`config.mk`:
```
export PLATFORM = sky130hd
export DESIGN_NAME = lsbc_ram
export DESIGN_NICKNAME = d
export VERILOG_FILES = /design/src/sv/lsbc_ram.sv
export SDC_FILE = /design/constraint.sdc
export NUM_CORES = 1
export LEC_CHECK = 0
export BUFFER_PORTS_ARGS = -buffer_cell sky130_fd_sc_hd__buf_4
export CAP_MARGIN = 10
export CORE_AREA = 4 4 189 191
export DETAILED_ROUTE_END_ITERATION = 12
export DIE_AREA = 0 0 193 195
export GPL_ROUTABILITY_DRIVEN = 1
export HOLD_SLACK_MARGIN = 0.12
export SLEW_MARGIN = 0
export SYNTH_ARGS = -nofsm -noshare
export SYNTH_HDL_FRONTEND = slang
export SYNTH_SLANG_ARGS = --single-unit
```
`constraint.sdc`:
```
create_clock -name i_clk -period 2.65 [get_ports i_clk]
set_clock_uncertainty 0.1 [all_clocks]
set_input_delay 0 -clock i_clk [delete_from_list [all_inputs] [get_ports i_clk]]
set_output_delay 0 -clock i_clk [all_outputs]
set_load 0.03 [all_outputs]
```
`src/sv/lsbc_ram.sv`:
```
// Generic single write port, single read port RAM with registered read.
module lsbc_ram #(
    parameter int WIDTH = 8,
    parameter int DEPTH = 32
) (
    input  logic                                   i_clk,
    input  logic                                   i_we,
    input  logic [((DEPTH > 1) ? $clog2(DEPTH) : 1)-1:0] i_waddr,
    input  logic [WIDTH-1:0]                       i_wdata,
    input  logic [((DEPTH > 1) ? $clog2(DEPTH) : 1)-1:0] i_raddr,
    output logic [WIDTH-1:0]                       o_rdata
);

    logic [WIDTH-1:0] r_mem [DEPTH];
    logic [WIDTH-1:0] r_rdata;

    always_ff @(posedge i_clk) begin
        if (i_we) begin
            r_mem[i_waddr] <= i_wdata;
        end
        r_rdata <= r_mem[i_raddr];
    end

    assign o_rdata = r_rdata;

endmodule

```
## Word level (Yosys, flattened, before mapping)

Memories as Yosys holds them, arrays and structs flattened. A register that Yosys moved wholly into a read port is not among the register bits.
Cells that the tools add are included.

- Bits in registers: 0
- RAM bits: 256
- Input port bits: 20
- Output and inout bits: 8
- Logic and storage cells: 3
- Memories kept: 1

- Multiplexer cells: 2

Memory list:

| memory | words | bits a word | rd ports | clocked after memory_dff | write ports | RTL line | text |
|---|---|---|---|---|---|---|---|
| r_mem | 32 | 8 | 1 | 1 | 1 | 14 | `logic [WIDTH-1:0] r_mem [DEPTH];` |

Operator list:

| operator | count |
|---|---|
| $mux 1 | 2 |

## Logic depth before layout (Yosys ltp)

- Word-level depth: 2
- Gate-level depth with buffers: 5
- Gate-level depth less buffers: 3

## Least setup slack after synthesis

No wires, ideal clock.

- Path type: input to register
- Start point: input port i_raddr[2] in the netlist's numbering
- End point: register r_rdata[0] (netlist: o_rdata[0]) (read register of r_mem)
- Library setup time: 0.121 ns
- Arrival time: 1.682 ns
- Data required time: 2.429 ns
- Path slack: 0.748 ns
- Cell stages on the path: 5
- Buffers on the path: 2
- Cell sequence: clkbuf_1 -> clkbuf_1 -> mux4_2 -> mux4_2 -> mux2_2

RTL lines:

| element | RTL line | text |
|---|---|---|
| start, declared | 10 | `input logic [((DEPTH > 1) ? $clog2(DEPTH) : 1)-1:0] i_raddr,` |
| end, declared | 15 | `logic [WIDTH-1:0] r_rdata;` |

==> key figures <==
Setup path
  • CP Launch Type: flop
  • Worst setup EP type: flop
  • Slowest cell on crit path: dlygate4sd3_1
  • Critical path buffers and inverters: 1
  • WP data required: 2970 ps
  • CP Cell Sequence: mux4_2 > mux4_2 > mux2_2 > dlygate4sd3_1
  • Max incr delay on CP: 550 ps
  • Worst Path Arrival: 2740 ps
  • Most frequent CP cell: mux4_2
  • Critical-path maximum fanout: 1
  • CP top delay family: multiplexers
  • Setup Crit Path Kind: reg2reg

CTS
  • Clock buffer depth: 3
  • Clock Sinks: 264
  • CTS tree: built
  • Worst-Skew Late Latency: ~530 ps
  • Inserted Clock Buffers: 27
  • Setup bufs post-CTS: 0
  • Clk slew on worst S/H paths: approximately 60 ps
  • PostCTS Resize Cnt: 0
  • CTS H-tree lvls: 1
  • Clock root cell: clkbuf_16

Cells and area
  • Fillers: 3105
  • Layout area overhead: 18.8%
  • Most common cell after layout, fill and taps aside: edfxtp_1
  • Commonest cells after routing, fill and taps aside: 256 x edfxtp_1, 80 x mux4_2, 43 x buf_4
  • Nets: 509
  • Share of cells above drive strength 1: 34.6%
  • Post-route cell area: 11900 sq um
  • N_diodes: 0
  • Fin cells: just under 1000

Pwr
  • Pwr Density: 737 nW/um^2
  • Cell leakage power: 3.71 nW
  • Combinational share of power: 5.8%
  • Total power: 8.81 mW
  • Clock share of power: 41.2%
  • Sw frac: between 20% and 30%
  • Reg power frac: 53.0%
  • Worst IR Drop VDD: 0.434 mV
  • Switching power: 1.77 mW
  • Internal: 7.04 mW

Detailed routing
  • DRT Pass-1 Iters: 5
  • WL final: approximately 21000 microns
  • Detailed-route DRC error count: 0
  • Via count: 4514
  • Drt first-iter violations: 492
  • Vias/cell: 4.68
  • DRT antenna net count: 0
  • WL per Instance: 22.1 microns

Timing
  • Fmax: ~0.41 GHz
  • Fin crit period: 2420 ps
  • Hold_ws: 131 ps
  • Slew headroom: 40.3%
  • Pins Over Slew Limit: 0
  • Tightest Pin Transition: 893 ps
  • Hold Vio Cnt, Final: 0
  • Setup violators final: 0
  • RSZ-0062 raised after global routing: no
  • Period utilization: between 90% and 100%
  • Setup TNS: 0 ps

Floorplan
  • Die height: 195 microns
  • Site Rows: 68
  • Core area: 34100 sq um
  • Initial Utilization: 29.5%
  • Die ar.: 37600 sq um
  • # IOs: 28
  • Die width: a little under 200 microns

Global routing
  • Congestion Overflow GR: 0
  • Initial antenna violation count: 2
  • Vias in the first global route: 4639
  • Largest net degree at the start of global routing: 65
  • First-pass GRT wire length: 31400 microns
  • GRT Util Overall: a little under an eighth

Place
  • Gpl congestion: about 0.73
  • Placed inst area: 10900 sq um
  • Port bufs: 27
  • Placed insts: 900
  • DP Wirelength: 13300 microns

Yosys
  • Mean area per synthesized cell: approximately 24 sq um
  • Distinct cells, synth: 15
  • Yosys warns: 0
  • Seq/Total Area, Yosys: 78.1%
  • Synth Cell Area: approximately 10000 sq um
  • Synth Register Bits: 264
  • Syn Inst Count: roughly 420
  • Syn nets: 437

Status
  • Status: completed

Worst hold path
  • Hold Path Class: in2reg

Job
  • Max Cap Violations: 0
[final timing paths]
check / endpoint / slack [ps] / cells past startpoint / from
hold / removal: o_rdata[3]$_DFF_P_ / 130 / 3 / i_raddr[1]
setup reg to reg: o_rdata[5]$_DFF_P_ / 230 / 4 / r_mem[15][5]$_DFFE_PP_
setup / recovery: o_rdata[5]$_DFF_P_ / 230 / 4 / r_mem[15][5]$_DFFE_PP_
hold reg to reg: o_rdata[3]$_DFF_P_ / 800 / 3 / r_mem[6][3]$_DFFE_PP_
[registers in the layout (all words and copies together), names as in the netlist]
name,cells
r_mem,256
o_rdata,8
[per-stage QoR]
step,setup slack (ps),utilization (%)
2_1_floorplan,748,-
3_3_place_gp,440,32.1
3_5_place_dp,432,32.1
4_1_cts,226,35.0
5_1_grt,174,35.0
6_report,231,35.0
[synth_stat cells, drive strengths merged]
master | number | share of area [%]
nand2 | 1 | 0.037
mux4 | 80 | 18
dfxtp | 8 | 1.6
or3 | 1 | 0.062
mux2 | 8 | 0.90
edfxtp | 256 | 76
or3b | 3 | 0.26
nand3 | 2 | 0.10
nand3b | 5 | 0.37
clkbuf | 6 | 0.22
buf | 14 | 0.83
nor2 | 33 | 1.2
[final cells by class]
type	count	area, sq um	area share (%)
Multi-Input combinational cell	133	2100	17.6
Clock buffer	34	702	5.88
Clock inverter	15	151	1.27
Timing Repair Buffer	63	573	4.80
Sequential cell	264	7850	65.7
Tap cell	455	569	4.77
[timing repair]
action                                  CTS  global route
endpoints found under the setup margin    0             0
hold buffers                             15             0
hold endpoints to repair                520             0
[worst reg2reg max path, cell delays in order (launching register included)]
cell	delay [ps]
edfxtp_1	360
mux4_2	510
mux4_2	520
mux2_2	280
dlygate4sd3_1	550
[power by group through the flow]
| stage | Clock, mW | Combinational [mW] | Sequential [mW] |
|---|---|---|---|
| 2_1_floorplan | 0 | 0.247 | 4.78 |
| 3_3_place_gp | 0 | 0.490 | 4.75 |
| 3_5_place_dp | 0 | 0.501 | 4.75 |
| 4_1_cts | 3.71 | 0.521 | 4.67 |
| 5_1_grt | 3.90 | 0.547 | 4.67 |
| 6_report | 3.63 | 0.509 | 4.67 |
[per-layer routing]
metal,wire (microns),part of all wire [%],GRT usage (%)
met5,0,0,0
met4,277,1.3,2.05
met3,1380,6.5,1.91
met2,10200,48,17.6
met1,9440,44,16.9
[cell families (layout without fill, tap and decap cells)]
| logic type | after synthesis | in the layout | synth area share, % |
|---|---|---|---|
| simple gates | 45 | 45 | 2.07 |
| mux | 88 | 88 | 18.8 |
| flops | 264 | 264 | 78.1 |
| buf+inv | 20 | 112 | 1.06 |
Power figures use the tool's default switching activity.
