[src/sv/lsbc_pkg.sv]
// Shared constants, types and codes for the light sphere versus terrain box cull.
package lsbc_pkg;

    // Table size and coordinate format (8 fraction bits throughout)
    localparam int NUM_LIGHTS  = 32;
    localparam int COORD_WIDTH = 24;

    localparam int RADIUS_W = COORD_WIDTH - 1;
    localparam int SIZE_W   = 16;
    localparam int GRID_W   = 8;
    localparam int LEVEL_W  = 4;
    localparam int IDX_W    = 5;
    localparam int MASK_W   = 32;

    // grid * square_size, and square_size shifted by the widest level
    localparam int PROD_W = GRID_W + SIZE_W;
    localparam int EDGE_W = SIZE_W + (1 << LEVEL_W) - 1;
    // box bounds: origin plus product plus edge, signed, no overflow
    localparam int BOX_W  = ((COORD_WIDTH > EDGE_W) ? COORD_WIDTH : EDGE_W) + 3;

    // light table
    localparam int LIDX_W  = (NUM_LIGHTS > 1) ? $clog2(NUM_LIGHTS) : 1;
    localparam int CNT_W   = $clog2(NUM_LIGHTS + 1);
    localparam int LIGHT_W = 3 * COORD_WIDTH + RADIUS_W;

    // squared distances
    localparam int SQ_W  = 2 * RADIUS_W;
    localparam int SUM_W = SQ_W + 2;

    // item queue between front and back
    localparam int QDEPTH = 2;
    localparam int QPTR_W = (QDEPTH > 1) ? $clog2(QDEPTH) : 1;
    localparam int QCNT_W = $clog2(QDEPTH + 1);

    // input word layout, lowest bits first
    localparam int OFF_IDX   = 0;
    localparam int OFF_LX    = OFF_IDX + IDX_W;
    localparam int OFF_LY    = OFF_LX + COORD_WIDTH;
    localparam int OFF_LZ    = OFF_LY + COORD_WIDTH;
    localparam int OFF_LR    = OFF_LZ + COORD_WIDTH;
    localparam int OFF_GX    = OFF_LR + RADIUS_W;
    localparam int OFF_GY    = OFF_GX + GRID_W;
    localparam int OFF_LEVEL = OFF_GY + GRID_W;
    localparam int OFF_MINH  = OFF_LEVEL + LEVEL_W;
    localparam int OFF_MAXH  = OFF_MINH + COORD_WIDTH;
    localparam int OFF_MASK  = OFF_MAXH + COORD_WIDTH;
    localparam int IN_FIELDS_W = OFF_MASK + MASK_W;
    localparam int IN_TDATA_W  = ((IN_FIELDS_W + 7) / 8) * 8;
    localparam int IN_TUSER_W  = 1;
    localparam int OUT_TDATA_W = ((MASK_W + 7) / 8) * 8;

    // configuration port
    localparam int CFG_ADDR_W = 2;
    localparam int CFG_DATA_W = (SIZE_W > COORD_WIDTH) ? SIZE_W : COORD_WIDTH;
    localparam logic [CFG_ADDR_W-1:0] CFG_SQUARE_SIZE = 2'd0;
    localparam logic [CFG_ADDR_W-1:0] CFG_ORIGIN_X    = 2'd1;
    localparam logic [CFG_ADDR_W-1:0] CFG_ORIGIN_Y    = 2'd2;
    localparam logic [SIZE_W-1:0]     SQUARE_SIZE_RST = 16'd256;

    // request kinds
    localparam logic REQ_LOAD = 1'b0;
    localparam logic REQ_TEST = 1'b1;

    // one classified item as it travels from front to back
    typedef struct packed {
        logic                          kind;
        logic [IDX_W-1:0]              idx;
        logic signed [COORD_WIDTH-1:0] lx;
        logic signed [COORD_WIDTH-1:0] ly;
        logic signed [COORD_WIDTH-1:0] lz;
        logic [RADIUS_W-1:0]           lr;
        logic signed [BOX_W-1:0]       x0;
        logic signed [BOX_W-1:0]       x1;
        logic signed [BOX_W-1:0]       y0;
        logic signed [BOX_W-1:0]       y1;
        logic signed [COORD_WIDTH-1:0] z0;
        logic signed [COORD_WIDTH-1:0] z1;
        logic [MASK_W-1:0]             mask;
    } t_item;

endpackage

[src/sv/lsbc_queue.sv]
// Short FIFO of classified items between front and back.
module lsbc_queue
    import lsbc_pkg::*;
(
    input  logic  i_clk,
    input  logic  i_rst_n,
    input  logic  i_push,
    input  t_item i_item,
    output logic  o_full,
    input  logic  i_pop,
    output t_item o_item,
    output logic  o_empty
);

    t_item             r_slot [QDEPTH];
    logic [QPTR_W-1:0] r_wptr;
    logic [QPTR_W-1:0] r_rptr;
    logic [QCNT_W-1:0] r_count;

    assign o_full  = (r_count == QCNT_W'(QDEPTH));
    assign o_empty = (r_count == '0);
    assign o_item  = r_slot[r_rptr];

    always_ff @(posedge i_clk) begin
        if (i_push) begin
            r_slot[r_wptr] <= i_item;
        end
    end

    // pointers wrap at the depth
    always_ff @(posedge i_clk) begin
        if (!i_rst_n) begin
            r_wptr  <= '0;
            r_rptr  <= '0;
            r_count <= '0;
        end else begin
            if (i_push) begin
                r_wptr <= (r_wptr == QPTR_W'(QDEPTH - 1)) ? '0 : r_wptr + 1'b1;
            end
            if (i_pop) begin
                r_rptr <= (r_rptr == QPTR_W'(QDEPTH - 1)) ? '0 : r_rptr + 1'b1;
            end
            case ({i_push, i_pop})
                2'b10:   r_count <= r_count + 1'b1;
                2'b01:   r_count <= r_count - 1'b1;
                default: ;
            endcase
        end
    end

endmodule

[config.mk]
export PLATFORM = sky130hd
export DESIGN_NAME = lsbc_queue
export DESIGN_NICKNAME = d
export VERILOG_FILES = /design/src/sv/lsbc_pkg.sv /design/src/sv/lsbc_queue.sv
export SDC_FILE = /design/constraint.sdc
export NUM_CORES = 1
export LEC_CHECK = 0
export ABC_AREA = 1
export BUFFER_PORTS_ARGS = -buffer_cell sky130_fd_sc_hd__buf_2
export CORE_UTILIZATION = 29
export CTS_BUF_LIST = sky130_fd_sc_hd__clkbuf_4 sky130_fd_sc_hd__clkbuf_8
export DETAILED_ROUTE_END_ITERATION = 7
export SYNTH_ARGS = -nofsm -noshare
export SYNTH_HDL_FRONTEND = slang
export SYNTH_SLANG_ARGS = --single-unit
[constraint.sdc]
create_clock -name i_clk -period 36.9 [get_ports i_clk]
set_input_delay 5.535 -clock i_clk [delete_from_list [all_inputs] [get_ports i_clk]]
set_output_delay 5.535 -clock i_clk [all_outputs]
set_load 0.01 [all_outputs]
After elaboration in Yosys (flattened, before gate mapping). Memories as Yosys holds them, arrays and structs flattened. A register that Yosys moved wholly into a read port is not among the register bits. Index checks and enable logic that the tools add are counted.

Add/sub/neg operators: 4. Equal/unequal tests: 3. Muxes and demuxes: 7. Reduce and logical (&&, ||, !) cells: 2.

Operators with widths (count): $mux W1 (6); $eq A2 B2 Y1 const B (2); $pmux W2 S2 (1); $add A1 B1 Y1 const B (2); $add A2 B1 Y2 const B (1); $eq A2 B1 Y1 const B (1); $logic_not A2 Y1 (1); $reduce_bool A2 Y1 (1); $sub A2 B1 Y2 const B (1).

Register bits: 4. Memory bits (writable): 634. Input port bits: 321. Output and inout bits: 319. Memories kept: 1.

Memory list: r_slot (words 2, width 317, read ports 1, clocked after memory_dff 1, write ports 1, RTL line lsbc_queue.sv:15) `t_item r_slot [QDEPTH];`.

Logic depth before layout (Yosys ltp). Gate-level depths: netlist of the first run.

Depth after elaboration: 4. Depth in mapped cells: 7. Depth with buffers taken out: 7.

Least setup slack after synthesis of the first run. OpenSTA, ideal clock, no wires.

Path kind: input -> register. From: input port i_push. To: memory r_slot[0][0] (netlist bit), enable pin. Library setup time: 1.011 ns. Data arrival time: 18.858 ns. Required time: 35.889 ns. Slack: 17.031 ns. Cell stages on the path: 2. Buffers on the path: 0. Cells stage by stage: inv_1 nor2_1.

Cells in the longest elaborated chain, start to end: 2.

RTL lines: from (decl) (RTL line lsbc_queue.sv:7) `input logic i_push,`; $mux W1 (RTL line lsbc_queue.sv:25) `if (i_push) begin`; $mux W1 (not written as such) (RTL line lsbc_queue.sv:26) `r_slot[r_wptr] <= i_item;`; to (decl) (RTL line lsbc_queue.sv:15).

No other way between the ends.

==> flow_metrics.tcl, run 1 <==
set metrics [dict create \
    ctsLongestPathBuffers 3 \
    relative_slew_margins_pct 25.0 \
    place.detailed.hpwl_microns 36600 \
    post_drt_via_cell_ratio 4.14 \
    clock_power_share_pct 38.0 \
    pin_count_of_the_biggest_net_entering_global_routing 149 \
    post-layout-total-power_w 0.00162 \
    avgRoutedWirePerCell_microns 18.5 \
    fmax_ghz 0.100 \
    ys_async_sr_fraction_pct 0 \
    worstSetupStartpointType "flop" \
    ys_seq_area_share_pct 81.1 \
    crit_path_max_fanout 71 \
    post_synth_inst_count 1021 \
    layout-area-overhead-vs-synth_pct 27.6 \
    grt_pass1_wl_microns 76500 \
    drive_above_1_share_pct 62.1 \
    switching_share_pct 22.8 \
    drv.max_cap_violation_count 0 \
    peakVddDrop_v 0.0000332 \
    drtAntennaViolNets 0 \
    drt_wl_total_microns 53500 \
    path_clk_slew_ps 60 \
    initialDrtViolationCount 473 \
    r2r_start "r_wptr" \
    worst_ep_arrival_time_ps 4440 \
    start_util_pct 29.3 \
    worstHoldPathCells 2 \
    finClkSkew_ps 43.1 \
    synth_edf_count 634 \
    worstHoldStart "r_rptr" \
    ys_types 14 \
    cts_hold_buffers 0 \
    worst_slack_ps 26930 \
    fin_nets 2066 \
    synth_compound_area_share_pct 0.0424 \
    fillCellCount 7511 \
    synth.largest_area_cell "sky130_fd_sc_hd__edfxtp_1" \
    finalWeightedCongestion 0.793 \
    synth_top_cells_by_area "sky130_fd_sc_hd__edfxtp_1 81%, sky130_fd_sc_hd__mux2_2 8.9%, sky130_fd_sc_hd__mux2_4 8.3%" \
    gr-total-overflow 0 \
    final_period_minus_worst_setup_slack_ps 9970 \
    finish.instance_area_sq_um 30100 \
    cts_made_buffers 105 \
    worst_r2r_endpoint "r_slot[1][229]" \
    synthXorXnorAreaFrac_pct 0 \
    resized_gates_after_cts 0 \
    largest_family_of_logic_cells_by_synthesized_area "multiplexers" \
    synthSimpleGateAreaFrac_pct 0.345 \
    setup_total_negative_slack_ps 0 \
    fp-row-count 104 \
    power_density_nw_per_um2 53.9 \
    groute.usage.overall_pct 12.3 \
    synth_seq_cells 639 \
    die_y_microns 287 \
    worst-r2r-setup-slack_ps 33630 \
    cts_setup_buffers 0 \
    clock_latency_ps 700 \
    post_synth_fa_ha_maj_area_fraction_pct 0.0530 \
    syn_area_sq_um 23600 \
    root_buf_cell "sky130_fd_sc_hd__clkbuf_8" \
    drtPass1Iterations 4 \
    post_synth_mux_area_share_pct 17.2 \
    synth.net_count 1343 \
    count_of_clock_tree_sinks 639 \
    final_min_period_over_clock_period_pct 27.0 \
    overall_die_area_sq_um 82500 \
    placed_cells_incl_taps 2697 \
    synth_most_common_cell "sky130_fd_sc_hd__edfxtp_1" \
    number_of_cells_on_the_worst_reg_to_reg_path 4 \
    power.leakage_nw 11.4 \
    power_spent_charging_and_discharging_nets_w 0.000370 \
    internal-power_w 0.00125 \
    timing_hold_violations_final 0 \
    dominantRegCellSynth "sky130_fd_sc_hd__edfxtp_1" \
    worst_pin_slew_ps 1130 \
    tritoncts "yes" \
    power_frac_comb_pct 9.5 \
    worstSetupEndpointType "output port" \
    pre_cts_ws_ps 27550 \
    antenna_found_initial 18 \
    grt_pass1_vias 12900 \
    post_layout_nonfiller_instances 2901 \
    share_of_the_synthesized_area_in_the_top_cell_type_pct 80.7 \
    holdCritPathClass "reg2reg" \
    htree_num_levels 3 \
    timing_max_transition_violations_final 0 \
    yosys_warnings 0 \
    placed_cell_area_sq_um 28000 \
    setup_viol 0 \
    status "complete, no violations" \
    rsz0062_at_grt "false" \
    critical_path_required_ps 31360 \
    floorplan.die.width_microns 287 \
    design.portCount 640 \
    synth_top_cells_by_count "634 x sky130_fd_sc_hd__edfxtp_1, 187 x sky130_fd_sc_hd__mux2_2, 130 x sky130_fd_sc_hd__mux2_4" \
    critPathKind "reg2out" \
    synthesis.area_per_instance_sq_um 23.1 \
    sequentialPowerShare_pct 52.5 \
    drc 0 \
    io_buffers 639 \
    vias 12000 \
    placeableCoreArea_sq_um 80500 \
]
## per-stage QoR
step | util (%) | hold slack, ps
after floorplan | - | 463
after global placement | 34.7 | 472
after detailed placement | 34.7 | 481
after CTS | 37.3 | 498
after global routing | 37.4 | 543
final | 37.4 | 498
## critical path, stage by stage (launching register included)
cell	delay, ps
sky130_fd_sc_hd__dfxtp_4	740
sky130_fd_sc_hd__buf_4	870
sky130_fd_sc_hd__buf_4	620
sky130_fd_sc_hd__buf_4	820
sky130_fd_sc_hd__mux2_2	410
sky130_fd_sc_hd__buf_2	140
## cell type report
type	count	area, sq um	share of cell area (%)
clock inverter	47	352	1.17
tap	1060	1330	4.40
antenna	12	30.0	0.0997
multi-input combinational	341	4170	13.8
sequential	639	19100	63.6
inverter	6	30.0	0.0997
clock buffer	145	1760	5.86
timing repair buffer	651	3300	11.0
## power by group through the flow
stage	logic, W	clock network [W]	registers, W
floorplan	0.0000886	0	0.000878
global placement	0.000155	0	0.000867
detailed placement	0.000157	0	0.000868
CTS	0.000158	0.000639	0.000853
global route	0.000166	0.000668	0.000856
finish	0.000154	0.000616	0.000853
## logic make-up (layout without fill, tap and decap cells)
group | Yosys count | after routing
adders and majority gates | 1 | 1
buffers and inverters | 41 | 849
AOI/OAI and AO/OA | 2 | 2
other | 0 | 12
muxes | 317 | 317
DFF | 639 | 639
and+or+nand+nor | 21 | 21
## how the worst max path moves through the flow
stage                   endpoint  slack, ps  cells after the start
CTS                   o_item[20]      26770                      5
floorplan           r_slot[0][0]      17030                      2
global route          o_item[20]      26610                      5
global placement      o_item[20]      27690                      5
detailed placement    o_item[20]      27550                      5
finish                o_item[20]      26930                      5
## metal layers
layer	GRT usage (%)	up-vias	routed length [microns]
met1	12.6	5908	19200
met5	0	-	79
met3	4.79	112	4440
met4	5.69	12	1560
li1	-	5552	-
met2	21.9	434	28300
## state kept, by name, summed over array words and instances (netlist names), named ones only
signal / flops
r_slot: 634
r_count: 2
r_rptr: 1
r_wptr: 1
## cell usage in the layout (no fill, tap or decap)
cell and n:
sky130_fd_sc_hd__edfxtp_1 634, sky130_fd_sc_hd__buf_2 639, sky130_fd_sc_hd__clkinv_2 8, sky130_fd_sc_hd__clkinv_8 1, sky130_fd_sc_hd__diode_2 12, sky130_fd_sc_hd__dfxtp_4 1, sky130_fd_sc_hd__mux2_2 187, sky130_fd_sc_hd__buf_12 1
sky130_fd_sc_hd__nor2_4 1, sky130_fd_sc_hd__bufinv_16 4, sky130_fd_sc_hd__inv_1 5, sky130_fd_sc_hd__o21ai_0 1, sky130_fd_sc_hd__clkinvlp_4 4, sky130_fd_sc_hd__nor2_1 11, sky130_fd_sc_hd__inv_12 2, sky130_fd_sc_hd__inv_8 2
sky130_fd_sc_hd__dfxtp_1 4, sky130_fd_sc_hd__nand2_1 8, sky130_fd_sc_hd__clkinv_1 27, sky130_fd_sc_hd__buf_4 11, sky130_fd_sc_hd__ha_1 1, sky130_fd_sc_hd__clkbuf_4 37, sky130_fd_sc_hd__a21oi_1 1, sky130_fd_sc_hd__mux2_4 130
sky130_fd_sc_hd__nand4_1 1, sky130_fd_sc_hd__clkbuf_8 108
Note: power is estimated with default switching activity, not from simulation.
==> inputs of run 2 (changes only) <==
==> constraint.sdc (replaced) <==
create_clock -name i_clk -period 9.4 [get_ports i_clk]
set_input_delay 1.41 -clock i_clk [delete_from_list [all_inputs] [get_ports i_clk]]
set_output_delay 1.41 -clock i_clk [all_outputs]
set_load 0.01 [all_outputs]
==> run 2 against run 1 <==
Sequential cell count is the same. Count of clock-buffer cells in the layout fell by 14. Sequential power grew to 3.9 times the previous value. Highest routed layer unchanged. Critical path depth is 2 lower. Die area is the same. Wire length about the same. Largest cell class unchanged. Final cell count fell by 0.45%. Utilization hardly changed. Power increased to 3.9 times the previous value. Via count increased by 0.74%. Clock power grew to 4.0 times the previous value. Sequential share of layout area hardly changed.
==> flow_metrics.tcl, run 2 (synthesis gave the netlist of run 1 again) <==
set metrics [dict create \
    crit_path_max_fanout 141 \
    setup_total_negative_slack_ps 0 \
    timing_hold_violations_final 0 \
    ctsLongestPathBuffers 3 \
    pre_cts_ws_ps 5640 \
    drc 0 \
    power_density_nw_per_um2 213 \
    peakVddDrop_v 0.000115 \
    rsz0062_at_grt "false" \
    drtPass1Iterations 4 \
    start_util_pct 29.3 \
    final_common_cell "sky130_fd_sc_hd__buf_2" \
    layout.area.seq_sq_um 19100 \
    layout-area-overhead-vs-synth_pct 27.7 \
    floorplan.die.width_microns 287 \
    max_stage_delay_ps 830 \
    sequentialPowerShare_pct 52.2 \
    status "complete, no violations" \
    clock_latency_ps 700 \
    place.detailed.hpwl_microns 35600 \
    placeableCoreArea_sq_um 80500 \
    fillCellCount 7472 \
    internal-power_w 0.00495 \
    power_spent_charging_and_discharging_nets_w 0.00146 \
    count_of_clock_tree_sinks 639 \
    resized_gates_after_cts 0 \
    finClkSkew_ps 31.1 \
    drt_wl_total_microns 53500 \
    cts_made_buffers 105 \
    worstSetupStartpointType "flop" \
    groute.usage.overall_pct 12.3 \
    top_register "r_slot" \
    worst-r2r-setup-slack_ps 6810 \
    largestRegisters "r_slot: 634 flops, r_count: 2 flops" \
    overall_die_area_sq_um 82500 \
    die_y_microns 287 \
    critical_path.slowest_cell "sky130_fd_sc_hd__dfxtp_4" \
    switching_share_pct 22.8 \
    power.leakage_nw 11.4 \
    cts_setup_buffers 0 \
    placed_cells_incl_taps 2691 \
    cts_hold_buffers 0 \
    largest_register_ff_count 634 \
    clock_power_share_pct 38.2 \
    critical_path_required_ps 7990 \
    relative_slew_margins_pct 8.50 \
    fin_nets 2060 \
    grt_pass1_vias 12800 \
    finalHoldWorstSlack_ps 501 \
    post_drt_via_cell_ratio 4.19 \
    r2r_start "r_wptr" \
    htree_num_levels 3 \
    critPathKind "reg2out" \
    fmax_ghz 0.220 \
    setup_viol 0 \
    worstHoldStart "r_rptr" \
    power_frac_comb_pct 9.5 \
    antenna_found_initial 14 \
    io_buffers 639 \
    post_layout_nonfiller_instances 2888 \
    multi_input_comb_area_sq_um 4170 \
    worst_pin_slew_ps 1370 \
    design.portCount 640 \
    drtAntennaViolNets 0 \
    tritoncts "yes" \
    final_min_period_over_clock_period_pct 48.3 \
    drv.max_cap_violation_count 0 \
    mostFrequentLayoutCells "639 x sky130_fd_sc_hd__buf_2, 634 x sky130_fd_sc_hd__edfxtp_1, 187 x sky130_fd_sc_hd__mux2_2" \
    vias 12100 \
    gr-total-overflow 0 \
    worst_slack_ps 4860 \
    final_period_minus_worst_setup_slack_ps 4540 \
    drive_above_1_share_pct 61.6 \
    worst_ep_arrival_time_ps 3130 \
    avgRoutedWirePerCell_microns 18.5 \
    timing_max_transition_violations_final 0 \
    root_buf_cell "sky130_fd_sc_hd__clkbuf_8" \
    holdCritPathClass "reg2reg" \
    pin_count_of_the_biggest_net_entering_global_routing 160 \
    path_clk_slew_ps 50 \
    worstSetupEndpointType "output port" \
    grt_pass1_wl_microns 76100 \
    critical_path.cell_chain "buf_12 > mux2_2 > buf_2" \
    fp-row-count 104 \
    finalWeightedCongestion 0.764 \
    initialDrtViolationCount 483 \
    cp_top_family "flip-flops" \
    critical_path_buf_inv_count 2 \
]
run 2: cell types whose count changed in the layout (fill, tap and decap cells not counted):
cell,delta
sky130_fd_sc_hd__buf_12,+4
sky130_fd_sc_hd__clkinvlp_4,-3
sky130_fd_sc_hd__inv_12,-1
sky130_fd_sc_hd__clkinv_2,+7
sky130_fd_sc_hd__clkbuf_8,-1
sky130_fd_sc_hd__buf_4,-10
sky130_fd_sc_hd__bufinv_16,+3
sky130_fd_sc_hd__clkinv_1,+8
sky130_fd_sc_hd__clkinv_8,+1
sky130_fd_sc_hd__diode_2,-8
sky130_fd_sc_hd__clkbuf_4,-13
run 2: worst reg2reg max path, delay by kind of cell (launching register included):
family	cells	cell delay [ps]
buffers and inverters	2	1540
and+or+nand+nor	1	180
DFF	1	390
run 2: metrics by stage:
step / area [sq um] / utilization (%) / total power (W)
6_report: 30100 / 37.4 / 0.00641
5_1_grt: 30100 / 37.4 / 0.00667
4_1_cts: 30100 / 37.4 / 0.00651
3_5_place_dp: 28000 / 34.7 / 0.00403
3_3_place_gp: 28000 / 34.7 / 0.00401
2_1_floorplan: 23600 / - / 0.00376
run 2: layout make-up:
type,instances,area share (%)
Multi-Input combinational cell,341,13.8
Inverter,6,0.0997
Tap cell,1060,4.40
Clock inverter,62,1.61
Timing Repair Buffer,645,11.0
Antenna cell,4,0.0332
Clock buffer,131,5.49
Sequential cell,639,63.6
run 2: power groups by stage:
stage          clock network (W)  registers, W  logic, W
5_1_grt                  0.00265       0.00336  0.000654
3_5_place_dp                   0       0.00341  0.000620
2_1_floorplan                  0       0.00342  0.000348
3_3_place_gp                   0       0.00340  0.000610
4_1_cts                  0.00254       0.00335  0.000622
6_report                 0.00245       0.00335  0.000611
run 2: routing by layer:
metal	wire length [microns]	track usage (%)	vias up
li1	-	-	5540
met1	19900	13.2	5987
met2	28000	21.7	448
met3	4050	4.20	120
met4	1520	5.45	12
met5	93	0	-
run 2: worst paths after layout:
check	end	depth (start not counted)
worst max register to register	r_slot[1][255]	3
worst max-delay path	o_item[96]	3
worst min-delay path	r_rptr	2
worst min register to register	r_rptr	2
