`src/sv/lsbc_pkg.sv`:
```
// Shared constants, types and codes for the light sphere versus terrain box cull.
package lsbc_pkg;

    // Table size and coordinate format (8 fraction bits throughout)
    localparam int NUM_LIGHTS  = 32;
    localparam int COORD_WIDTH = 24;

    localparam int RADIUS_W = COORD_WIDTH - 1;
    localparam int SIZE_W   = 16;
    localparam int GRID_W   = 8;
    localparam int LEVEL_W  = 4;
    localparam int IDX_W    = 5;
    localparam int MASK_W   = 32;

    // grid * square_size, and square_size shifted by the widest level
    localparam int PROD_W = GRID_W + SIZE_W;
    localparam int EDGE_W = SIZE_W + (1 << LEVEL_W) - 1;
    // box bounds: origin plus product plus edge, signed, no overflow
    localparam int BOX_W  = ((COORD_WIDTH > EDGE_W) ? COORD_WIDTH : EDGE_W) + 3;

    // light table
    localparam int LIDX_W  = (NUM_LIGHTS > 1) ? $clog2(NUM_LIGHTS) : 1;
    localparam int CNT_W   = $clog2(NUM_LIGHTS + 1);
    localparam int LIGHT_W = 3 * COORD_WIDTH + RADIUS_W;

    // squared distances
    localparam int SQ_W  = 2 * RADIUS_W;
    localparam int SUM_W = SQ_W + 2;

    // item queue between front and back
    localparam int QDEPTH = 2;
    localparam int QPTR_W = (QDEPTH > 1) ? $clog2(QDEPTH) : 1;
    localparam int QCNT_W = $clog2(QDEPTH + 1);

    // input word layout, lowest bits first
    localparam int OFF_IDX   = 0;
    localparam int OFF_LX    = OFF_IDX + IDX_W;
    localparam int OFF_LY    = OFF_LX + COORD_WIDTH;
    localparam int OFF_LZ    = OFF_LY + COORD_WIDTH;
    localparam int OFF_LR    = OFF_LZ + COORD_WIDTH;
    localparam int OFF_GX    = OFF_LR + RADIUS_W;
    localparam int OFF_GY    = OFF_GX + GRID_W;
    localparam int OFF_LEVEL = OFF_GY + GRID_W;
    localparam int OFF_MINH  = OFF_LEVEL + LEVEL_W;
    localparam int OFF_MAXH  = OFF_MINH + COORD_WIDTH;
    localparam int OFF_MASK  = OFF_MAXH + COORD_WIDTH;
    localparam int IN_FIELDS_W = OFF_MASK + MASK_W;
    localparam int IN_TDATA_W  = ((IN_FIELDS_W + 7) / 8) * 8;
    localparam int IN_TUSER_W  = 1;
    localparam int OUT_TDATA_W = ((MASK_W + 7) / 8) * 8;

    // configuration port
    localparam int CFG_ADDR_W = 2;
    localparam int CFG_DATA_W = (SIZE_W > COORD_WIDTH) ? SIZE_W : COORD_WIDTH;
    localparam logic [CFG_ADDR_W-1:0] CFG_SQUARE_SIZE = 2'd0;
    localparam logic [CFG_ADDR_W-1:0] CFG_ORIGIN_X    = 2'd1;
    localparam logic [CFG_ADDR_W-1:0] CFG_ORIGIN_Y    = 2'd2;
    localparam logic [SIZE_W-1:0]     SQUARE_SIZE_RST = 16'd256;

    // request kinds
    localparam logic REQ_LOAD = 1'b0;
    localparam logic REQ_TEST = 1'b1;

    // one classified item as it travels from front to back
    typedef struct packed {
        logic                          kind;
        logic [IDX_W-1:0]              idx;
        logic signed [COORD_WIDTH-1:0] lx;
        logic signed [COORD_WIDTH-1:0] ly;
        logic signed [COORD_WIDTH-1:0] lz;
        logic [RADIUS_W-1:0]           lr;
        logic signed [BOX_W-1:0]       x0;
        logic signed [BOX_W-1:0]       x1;
        logic signed [BOX_W-1:0]       y0;
        logic signed [BOX_W-1:0]       y1;
        logic signed [COORD_WIDTH-1:0] z0;
        logic signed [COORD_WIDTH-1:0] z1;
        logic [MASK_W-1:0]             mask;
    } t_item;

endpackage

```
`src/sv/lsbc_front.sv`:
```
// Front end: config registers, input word unpack, box bounds, push into the queue.
module lsbc_front
    import lsbc_pkg::*;
(
    input  logic                   i_clk,
    input  logic                   i_rst_n,
    // config writes
    input  logic                   i_cfg_we,
    input  logic [CFG_ADDR_W-1:0]  i_cfg_addr,
    input  logic [CFG_DATA_W-1:0]  i_cfg_wdata,
    // input words
    input  logic                   i_s_axis_tvalid,
    output logic                   o_s_axis_tready,
    input  logic [IN_TDATA_W-1:0]  i_s_axis_tdata,
    input  logic [IN_TUSER_W-1:0]  i_s_axis_tuser,
    // queue side
    output logic                   o_push,
    output t_item                  o_push_item,
    input  logic                   i_q_full
);

    typedef struct packed {
        logic                          kind;
        logic [IDX_W-1:0]              idx;
        logic signed [COORD_WIDTH-1:0] lx;
        logic signed [COORD_WIDTH-1:0] ly;
        logic signed [COORD_WIDTH-1:0] lz;
        logic [RADIUS_W-1:0]           lr;
        logic signed [BOX_W-1:0]       x0;
        logic signed [BOX_W-1:0]       y0;
        logic [EDGE_W-1:0]             edge_len;
        logic signed [COORD_WIDTH-1:0] z0;
        logic signed [COORD_WIDTH-1:0] z1;
        logic [MASK_W-1:0]             mask;
    } t_fstage;

    logic [SIZE_W-1:0]      r_square_size;
    logic [COORD_WIDTH-1:0] r_origin_x;
    logic [COORD_WIDTH-1:0] r_origin_y;

    logic    r_valid;
    t_fstage r_stage;
    t_fstage n_stage;

    logic              w_advance;
    logic [GRID_W-1:0] w_gx;
    logic [GRID_W-1:0] w_gy;
    logic [LEVEL_W-1:0] w_level;
    logic [PROD_W-1:0] w_prod_x;
    logic [PROD_W-1:0] w_prod_y;

    // config registers; the user must write them only while idle, the block does not enforce it
    always_ff @(posedge i_clk) begin
        if (!i_rst_n) begin
            r_square_size <= SQUARE_SIZE_RST;
            r_origin_x    <= '0;
            r_origin_y    <= '0;
        end else if (i_cfg_we) begin
            case (i_cfg_addr)
                CFG_SQUARE_SIZE: r_square_size <= i_cfg_wdata[SIZE_W-1:0];
                CFG_ORIGIN_X:    r_origin_x    <= i_cfg_wdata[COORD_WIDTH-1:0];
                CFG_ORIGIN_Y:    r_origin_y    <= i_cfg_wdata[COORD_WIDTH-1:0];
                default: ;
            endcase
        end
    end

    // stage moves on when empty or when the queue takes its word
    assign w_advance       = !r_valid || !i_q_full;
    assign o_s_axis_tready = w_advance;

    // unpack and compute the low corner and edge of the box
    always_comb begin
        w_gx    = i_s_axis_tdata[OFF_GX +: GRID_W];
        w_gy    = i_s_axis_tdata[OFF_GY +: GRID_W];
        w_level = i_s_axis_tdata[OFF_LEVEL +: LEVEL_W];
        w_prod_x = {{SIZE_W{1'b0}}, w_gx} * {{GRID_W{1'b0}}, r_square_size};
        w_prod_y = {{SIZE_W{1'b0}}, w_gy} * {{GRID_W{1'b0}}, r_square_size};

        n_stage.kind = i_s_axis_tuser[0];
        n_stage.idx  = i_s_axis_tdata[OFF_IDX +: IDX_W];
        n_stage.lx   = i_s_axis_tdata[OFF_LX +: COORD_WIDTH];
        n_stage.ly   = i_s_axis_tdata[OFF_LY +: COORD_WIDTH];
        n_stage.lz   = i_s_axis_tdata[OFF_LZ +: COORD_WIDTH];
        n_stage.lr   = i_s_axis_tdata[OFF_LR +: RADIUS_W];
        n_stage.x0   = $signed({{(BOX_W-PROD_W){1'b0}}, w_prod_x})
                     + $signed({{(BOX_W-COORD_WIDTH){r_origin_x[COORD_WIDTH-1]}}, r_origin_x});
        n_stage.y0   = $signed({{(BOX_W-PROD_W){1'b0}}, w_prod_y})
                     + $signed({{(BOX_W-COORD_WIDTH){r_origin_y[COORD_WIDTH-1]}}, r_origin_y});
        n_stage.edge_len = {{(EDGE_W-SIZE_W){1'b0}}, r_square_size} << w_level;
        n_stage.z0   = i_s_axis_tdata[OFF_MINH +: COORD_WIDTH];
        n_stage.z1   = i_s_axis_tdata[OFF_MAXH +: COORD_WIDTH];
        n_stage.mask = i_s_axis_tdata[OFF_MASK +: MASK_W];
    end

    always_ff @(posedge i_clk) begin
        if (!i_rst_n) begin
            r_valid <= 1'b0;
        end else if (w_advance) begin
            r_valid <= i_s_axis_tvalid;
        end
    end

    always_ff @(posedge i_clk) begin
        if (w_advance && i_s_axis_tvalid) begin
            r_stage <= n_stage;
        end
    end

    // far corner added on the way into the queue
    assign o_push = r_valid && !i_q_full;

    always_comb begin
        o_push_item.kind = r_stage.kind;
        o_push_item.idx  = r_stage.idx;
        o_push_item.lx   = r_stage.lx;
        o_push_item.ly   = r_stage.ly;
        o_push_item.lz   = r_stage.lz;
        o_push_item.lr   = r_stage.lr;
        o_push_item.x0   = r_stage.x0;
        o_push_item.x1   = r_stage.x0 + $signed({{(BOX_W-EDGE_W){1'b0}}, r_stage.edge_len});
        o_push_item.y0   = r_stage.y0;
        o_push_item.y1   = r_stage.y0 + $signed({{(BOX_W-EDGE_W){1'b0}}, r_stage.edge_len});
        o_push_item.z0   = r_stage.z0;
        o_push_item.z1   = r_stage.z1;
        o_push_item.mask = r_stage.mask;
    end

endmodule

```
`config.mk`:
```
export PLATFORM = sky130hd
export DESIGN_NAME = lsbc_front
export DESIGN_NICKNAME = d
export VERILOG_FILES = /design/src/sv/lsbc_pkg.sv /design/src/sv/lsbc_front.sv
export SDC_FILE = /design/constraint.sdc
export NUM_CORES = 1
export LEC_CHECK = 0
export BUFFER_PORTS_ARGS = -buffer_cell sky130_fd_sc_hd__buf_2
export CAP_MARGIN = 20
export CORE_AREA = 2 2 247 249
export CTS_CLUSTER_DIAMETER = 80
export DETAILED_ROUTE_END_ITERATION = 7
export DIE_AREA = 0 0 249 251
export GPL_ROUTABILITY_DRIVEN = 0
export PLACE_DENSITY = 0.68
export SKIP_CTS_REPAIR_TIMING = 1
export SYNTH_ARGS = -nofsm -noshare
export SYNTH_HDL_FRONTEND = slang
export SYNTH_SLANG_ARGS = --single-unit
```
`constraint.sdc`:
```
create_clock -name i_clk -period 16.8 [get_ports i_clk]
set_input_delay 2.52 -clock i_clk [delete_from_list [all_inputs] [get_ports i_clk]]
set_output_delay 2.52 -clock i_clk [all_outputs]
set_load 0.01 [all_outputs]
```
* Yosys cells after proc, flatten, opt, wreduce, memory -nomap -nowiden
Cells that the tools add are included.
Word-level totals: word-level logic and storage cells 34, bits in registers 345, output and inout bits 319
Cells by class: add/subtract/negate cells 4, shift-type cells 1, reduce and logical (&&, ||, !) cells 9, eq/ne operators 2, multiply operators 2
Operators with widths (number):
- $add A34 B32 Y34 | 2
- $add A25 B24 Y26 | 2
- $mul A8 B16 Y24 | 2
- $shl A16 B4 Y31 | 1
- $reduce_and A2 Y1 | 3
- $eq A2 B1 Y1 const B | 1
- $eq A2 B2 Y1 const B | 1
- $logic_and A1 B1 Y1 | 2
- $logic_not A1 Y1 | 2
- $logic_not A2 Y1 | 1
- $logic_or A1 B1 Y1 | 1

* Longest topological paths before layout
Gate-level depths: netlist (run 1).
depth in word-level cells 3, depth in mapped cells 30, depth with buffers taken out 29

* Worst setup path before layout (run 1)
OpenSTA, ideal clock, no wires.
path type in2reg, from in i_q_full, to reg r_stage (netlist bit o_push_item[0]) (enable), buffers on the path 0, setup time 0.660 ns, stages on the path 2, path slack 7.461 ns, data arrival time 8.679 ns, data required time 16.140 ns, path through nand2_1 -> and2_1
Between the ends: word-level cells in the longest chain between the ends 3
RTL lines:
- start: declaration | line lsbc_front.sv:19 | input logic i_q_full
- $logic_not A1 Y1 | line lsbc_front.sv:69 | assign w_advance = !r_valid || !i_q_full;
- $logic_or A1 B1 Y1 | line lsbc_front.sv:69
- $logic_and A1 B1 Y1 | line lsbc_front.sv:105 | if (w_advance && i_s_axis_tvalid) begin
- end signal: assignment | line lsbc_front.sv:106 | r_stage <= n_stage;
- end: declaration | line lsbc_front.sv:42 | t_fstage r_stage;
No other way between the ends. A chain may end at the register's enable or synchronous reset.

==> metrics, run 1 <==
DIE HEIGHT=251 microns; MaxCap Viol Count=0; I/O pins=551; Initial Util=44.50%; Avg Cell Area, Syn=10.11 sq um; Crit Path Class=primary input to flop; pin count of the biggest net entering global routing=84; first drt pass iteration count=5; Final min period=8.572 ns; Wirelength per Cell=23.44 microns; Vias=20267; sequential share of the synthesized area=34.68%; most frequent cells in the layout=buf_2 (550), edfxtp_1 (264), nand2_1 (252); Net Sw Frac=34.39%; number of global-route vias before repair=20210; crit path DAT=8.83 ns; core area=59790 sq um; drt initial violations=1461; final wirelength=87340 microns; setup_tns=0 ns; H-tree depth=2; post-DP HPWL=71970 microns; Clock Skew=0.02120 ns; Slew @ Worst Pin=1.087 ns; Die ar.=62500 sq um; Clock Latency Late Sink=0.53 ns; YS warnings=0; switching power=902.4 uW; CP Capture Type=flop; leak pwr=0.01380 uW; clock share of power=30.2%; Slew Viols, Final=0; cell area after synthesis=26610 sq um; CTS Root Cell=clkbuf_16; type of origin of the critical path=primary input; FMAX=116.7 MHz; final setup fails=0; global-route wire length before repair=127300 microns; nets=3517; clk sinks=329; Util after Layout=49.29%; slew margin rel.=27.52%; antenna violations before repair=20; DRC errors left=0; peak supply drop=0.06446 mV; Final Cycle Share=51.02%; Clock Path Buffers=3; unrepaired setup endpoints after global routing=false; CTS tree=built; num rows=90; Cell Pwr Density=89.04 nW/um^2; synth unique cells=80; Worst Hold Class=flop to flop; Syn Nets=3245; Combinational Power Share=31.4%; CTS Buf Count=35; Vias/cell=5.439; Post-synth top flop=edfxtp_1; Syn Inst Count=2633; Synth-to-Final Area Change=10.75%; EDFF count, synth=264; status=completed; Congestion Overflow GR=0; port buffer count=550; Pint=1722 uW; Final ANT Viol Nets=0; Final Hold Vio Count=0; critical path fanouts, max=16; critical path required time=17.06 ns; register bit count reported by yosys=329; commonest non-fill, non-tap cell in the layout=buf_2; gr usage total=27.21%; share of synthesized registers carrying an async set or reset=0%; Flop pwr share=38.3%; Reg clk slew, reported paths=0.06 ns; die width=249 microns; share of cells above drive strength 1=22.31%
==> power groups by stage <==
| stage | Combinational, uW | Clock, uW | Sequential [uW] |
|---|---|---|---|
| after floorplan | 556 | 0 | 996 |
| after global placement | 797 | 0 | 1020 |
| after detailed placement | 814 | 0 | 1020 |
| after CTS | 820 | 809 | 1000 |
| after global routing | 894 | 839 | 1010 |
| final | 825 | 794 | 1010 |
==> final cells by class <==
type                            count  area (sq um)
Antenna cell                       12         30.03
Clock inverter                     21         221.5
Timing Repair Buffer              563          2854
Inverter                          245         919.6
Multi-Input combinational cell   1731         14300
Fill cell                        5426         30320
Sequential cell                   329          9229
Clock buffer                       43         935.9
Tap cell                          782         978.4
==> worst max-delay path: stages <==
cell	delay [ns]
buf_2	0.25
nand2_1	0.13
fa_1	0.53
fa_1	0.56
inv_1	0.06
fa_1	0.53
inv_1	0.05
fa_1	0.52
inv_1	0.04
ha_1	0.36
inv_1	0.08
o21bai_1	0.09
a2111oi_1	0.53
o41a_1	0.38
or2_1	0.16
nor2_1	0.04
a211oi_1	0.26
xnor2_1	0.21
ha_1	0.36
a21oi_1	0.19
o21ai_0	0.14
nand3_1	0.10
nand2_1	0.05
a311oi_1	0.39
a21oi_1	0.14
xor2_1	0.17
==> per-layer routing <==
layer	track usage (%)	routed length (microns)	part of all wire (%)
met5	0	99	0.11
met4	8.693	3067	3.5
met3	7.693	7943	9.1
met2	46.07	41260	47
met1	33.60	34970	40
==> cells by family (layout without fill, tap and decap cells) <==
logic type	after synthesis	count (layout)	share of synthesized area (%)
and+or+nand+nor	719	719	13.47
muxes	33	33	1.373
buffers and inverters	573	872	11.60
DFF	329	329	34.68
AOI/OAI and AO/OA	469	469	11.88
adders and majority gates	380	380	22.72
xor gates and xnor gates	130	130	4.279
other	0	12	0
==> metrics by stage <==
stage | power (uW) | hold slack (ns) | instance area, sq um | instances | setup WS [ns]
floorplan | 1552 | 0.4478 | 26610 | 2633 | 7.461
global placement | 1816 | 0.4592 | 28270 | 3649 | 7.865
detailed placement | 1833 | 0.4641 | 28270 | 3649 | 7.754
CTS | 2632 | 0.4732 | 29430 | 3713 | 8.283
global route | 2741 | 0.4912 | 29450 | 3718 | 7.925
finish | 2624 | 0.4727 | 29470 | 3726 | 8.228
==> cells in the mapped netlist (25+ instances only) <==
master | instances | share of area (%)
xnor2_1 | 96 | 3.2
ha_1 | 208 | 9.8
nand2_1 | 252 | 3.6
dfxtp_1 | 65 | 4.9
a21o_1 | 58 | 1.6
buf_4 | 249 | 7.0
inv_1 | 241 | 3.4
o21bai_1 | 30 | 0.85
and2_1 | 216 | 5.1
o21ai_0 | 50 | 0.94
fa_1 | 172 | 13
nor3_1 | 31 | 0.58
edfxtp_1 | 264 | 30
clkbuf_1 | 78 | 1.1
xor2_1 | 34 | 1.1
nand3_1 | 32 | 0.60
a21oi_1 | 131 | 2.5
a21boi_0 | 68 | 1.9
nor2_1 | 93 | 1.3
nor2b_1 | 25 | 0.59
==> flip-flops by register name, summed over array words and instances, names as in the netlist <==
name and count:
r_origin_x 24, o_push_item 233, r_valid 1, r_origin_y 24, r_stage 31, r_square_size 16
==> final timing paths <==
check	to	cells past startpoint	startpoint	slack, ns
min reg2reg	r_origin_x[8]	2	r_origin_x[8]	0.47
min	r_origin_x[8]	2	r_origin_x[8]	0.47
max	o_push_item[206]	26	i_s_axis_tdata[107]	8.23
max reg2reg	o_push_item[206]	23	r_square_size[6]	9.67
Power figures use the tool's default switching activity.
==> run 2: changes to the inputs <==
==> constraint.sdc (replaced) <==
create_clock -name i_clk -period 8.7 [get_ports i_clk]
set_input_delay 1.305 -clock i_clk [delete_from_list [all_inputs] [get_ports i_clk]]
set_output_delay 1.305 -clock i_clk [all_outputs]
set_load 0.01 [all_outputs]
==> run 2 against run 1 <==
Effect of this change:
- worst hold slack gained 0.00055 ns
- sequential share of layout area shrank 0.079 points
- critical path depth is the same
- utilization grew 0.13 points
- sequential power grew 92%
- power grew 96%
==> metrics, run 2 (synthesis gave the netlist of run 1 again) <==
reg2reg start=r_square_size[6]; core area=59790 sq um (unchanged); Util after Layout=49.41% (+0.13 points); crit path DAT=7.58 ns (-1.25 ns); max reg flops=233 (unchanged); Slew @ Worst Pin=1.100 ns (+0.01262 ns); Place WS=0.8870 ns (-6.867 ns); most frequent cells in the layout=buf_2 (550), edfxtp_1 (264), nand2_1 (252); critical path fanouts, max=16 (unchanged); CTS tree=built; Worst Hold Class=flop to flop; antenna violations before repair=24 (+20%); Vias/cell=5.441 (about the same); highest metal used=met5; post-DP HPWL=72190 microns (+0.30%); FMAX=136.7 MHz; DRC errors left=0 (unchanged); final wirelength=87670 microns (+0.38%); Cell Pwr Density=174.0 nW/um^2 (+95%); setup ws final=1.386 ns (-6.842 ns); worst r2r dst=o_push_item[206]; Worst Reg-to-Reg Cells=23 (unchanged); share of cells above drive strength 1=22.29% (about the same); CP endpoint=o_push_item[206]; reg2reg setup slack=1.56 ns (-8.11 ns); drt initial violations=1454 (-0.48%); CTS Root Cell=clkbuf_16; CTS Buf Count=36 (+2.9%); type of origin of the critical path=primary input; WL met3=7924 microns (-0.24%); Slew Viols, Final=0 (unchanged); Critical Path Max Stage Delay=0.55 ns (about the same); Initial Util=44.50% (unchanged); global-route wire length before repair=127100 microns (-0.17%); status=completed; Wirelength per Cell=23.54 microns (+0.41%); Clock Path Buffers=3 (unchanged); gr usage total=27.22% (about the same); num rows=90 (unchanged); setup_tns=0 ns (unchanged); Crit Path Class=primary input to flop; Final Cycle Share=84.06%; beginning of the critical path=i_s_axis_tdata[107]; MaxCap Viol Count=0 (unchanged); WL met1=35250 microns (+0.80%); WP depth=26 (unchanged); I/O pins=551 (unchanged); clk sinks=329 (unchanged); power after layout=5142 uW (+96%); Die ar.=62500 sq um (unchanged); number of global-route vias before repair=20168 (-0.21%); nets=3517 (unchanged); Clock Skew=0.03161 ns (+0.01041 ns); commonest non-fill, non-tap cell in the layout=buf_2; Clock Latency Late Sink=0.54 ns (about the same); CP Capture Type=flop; Final ANT Viol Nets=0 (unchanged); Final min period=7.314 ns; met2 wire length=41270 microns (about the same); H-tree depth=2 (unchanged); Final Hold Vio Count=0 (unchanged); port buffer count=550 (unchanged); slowest CP cell=fa_1; CP delay by family, top=adder cells; Reg clk slew, reported paths=0.06 ns (about the same); dpl cells=3648 (-0.027%); die width=249 microns (unchanged); unrepaired setup endpoints after global routing=false; Final Non-Filler Cells=3725 (-0.027%); first drt pass iteration count=5 (unchanged); pin count of the biggest net entering global routing=149 (+77%); Congestion Overflow GR=0 (unchanged); DIE HEIGHT=251 microns (unchanged); critical path required time=8.96 ns (-8.10 ns); final setup fails=0 (unchanged); Vias=20268 (+0.0049%); peak supply drop=0.1153 mV (+79%); leak pwr=0.01383 uW (+0.18%); count of buffer and inverter cells on the critical path=5 (unchanged); slew margin rel.=26.68% (-0.84 points); Synth-to-Final Area Change=11.04%
[run 2: changes by cell type in the layout (fill, tap and decap cells not counted), moves of 3 or more]
cell       delta
clkinv_2      -5
clkinv_1      -5
clkbuf_16     +4
inv_6         -3
clkbuf_1      +3
[run 2: through the flow]
stage	cell area, sq um	hold slack (ns)
2_1_floorplan	26610	0.4478
3_3_place_gp	28280	0.4593
3_5_place_dp	28280	0.4653
4_1_cts	29500	0.4752
5_1_grt	29520	0.4988
6_report	29550	0.4733
[run 2: cell type report]
class / count / area, sq um
clock inverter: 10 / 165.2
sequential: 329 / 9229
inverter: 245 / 919.6
multi-input combinational: 1731 / 14300
fill: 5426 / 30250
antenna: 14 / 35.03
clock buffer: 52 / 1057
timing repair buffer: 562 / 2859
tap: 782 / 978.4
[run 2: how the worst min path moves through the flow]
stage	slack, ns	from	cells past startpoint	endpoint
floorplan	0.45	r_origin_x[0]	2	r_origin_x[0]
global placement	0.46	r_origin_y[12]	2	r_origin_y[12]
detailed placement	0.47	r_origin_y[7]	2	r_origin_y[7]
CTS	0.48	r_origin_y[13]	2	r_origin_y[13]
global route	0.50	r_origin_y[12]	2	r_origin_y[12]
finish	0.47	r_origin_y[17]	2	r_origin_y[17]
[run 2: worst register-to-register path, cell delays in order (launching register included)]
cell       delay [ns]
dfxtp_1          0.96
and2_1           0.28
fa_1             0.44
fa_1             0.50
fa_1             0.57
inv_1            0.06
fa_1             0.53
inv_1            0.04
ha_1             0.25
a2111oi_4        0.39
nor3_2           0.11
o31a_1           0.32
o21a_1           0.20
or4_1            0.40
o311ai_1         0.15
ha_1             0.36
and2_1           0.20
a21oi_1          0.13
o21ai_0          0.12
nand3_1          0.10
nand2_1          0.05
a311oi_1         0.38
a21oi_1          0.15
xor2_1           0.17
[run 2: report_power, final]
part,switching [uW],internal (uW)
Clock,638,967
Combinational,1000,593
Sequential,100,1840
[run 2: per-layer routing]
layer / GRT usage, % / up-vias
met5: 0 / -
met4: 8.883 / 12
met3: 7.372 / 155
met2: 45.92 / 884
met1: 33.86 / 9992
li1: - / 9225
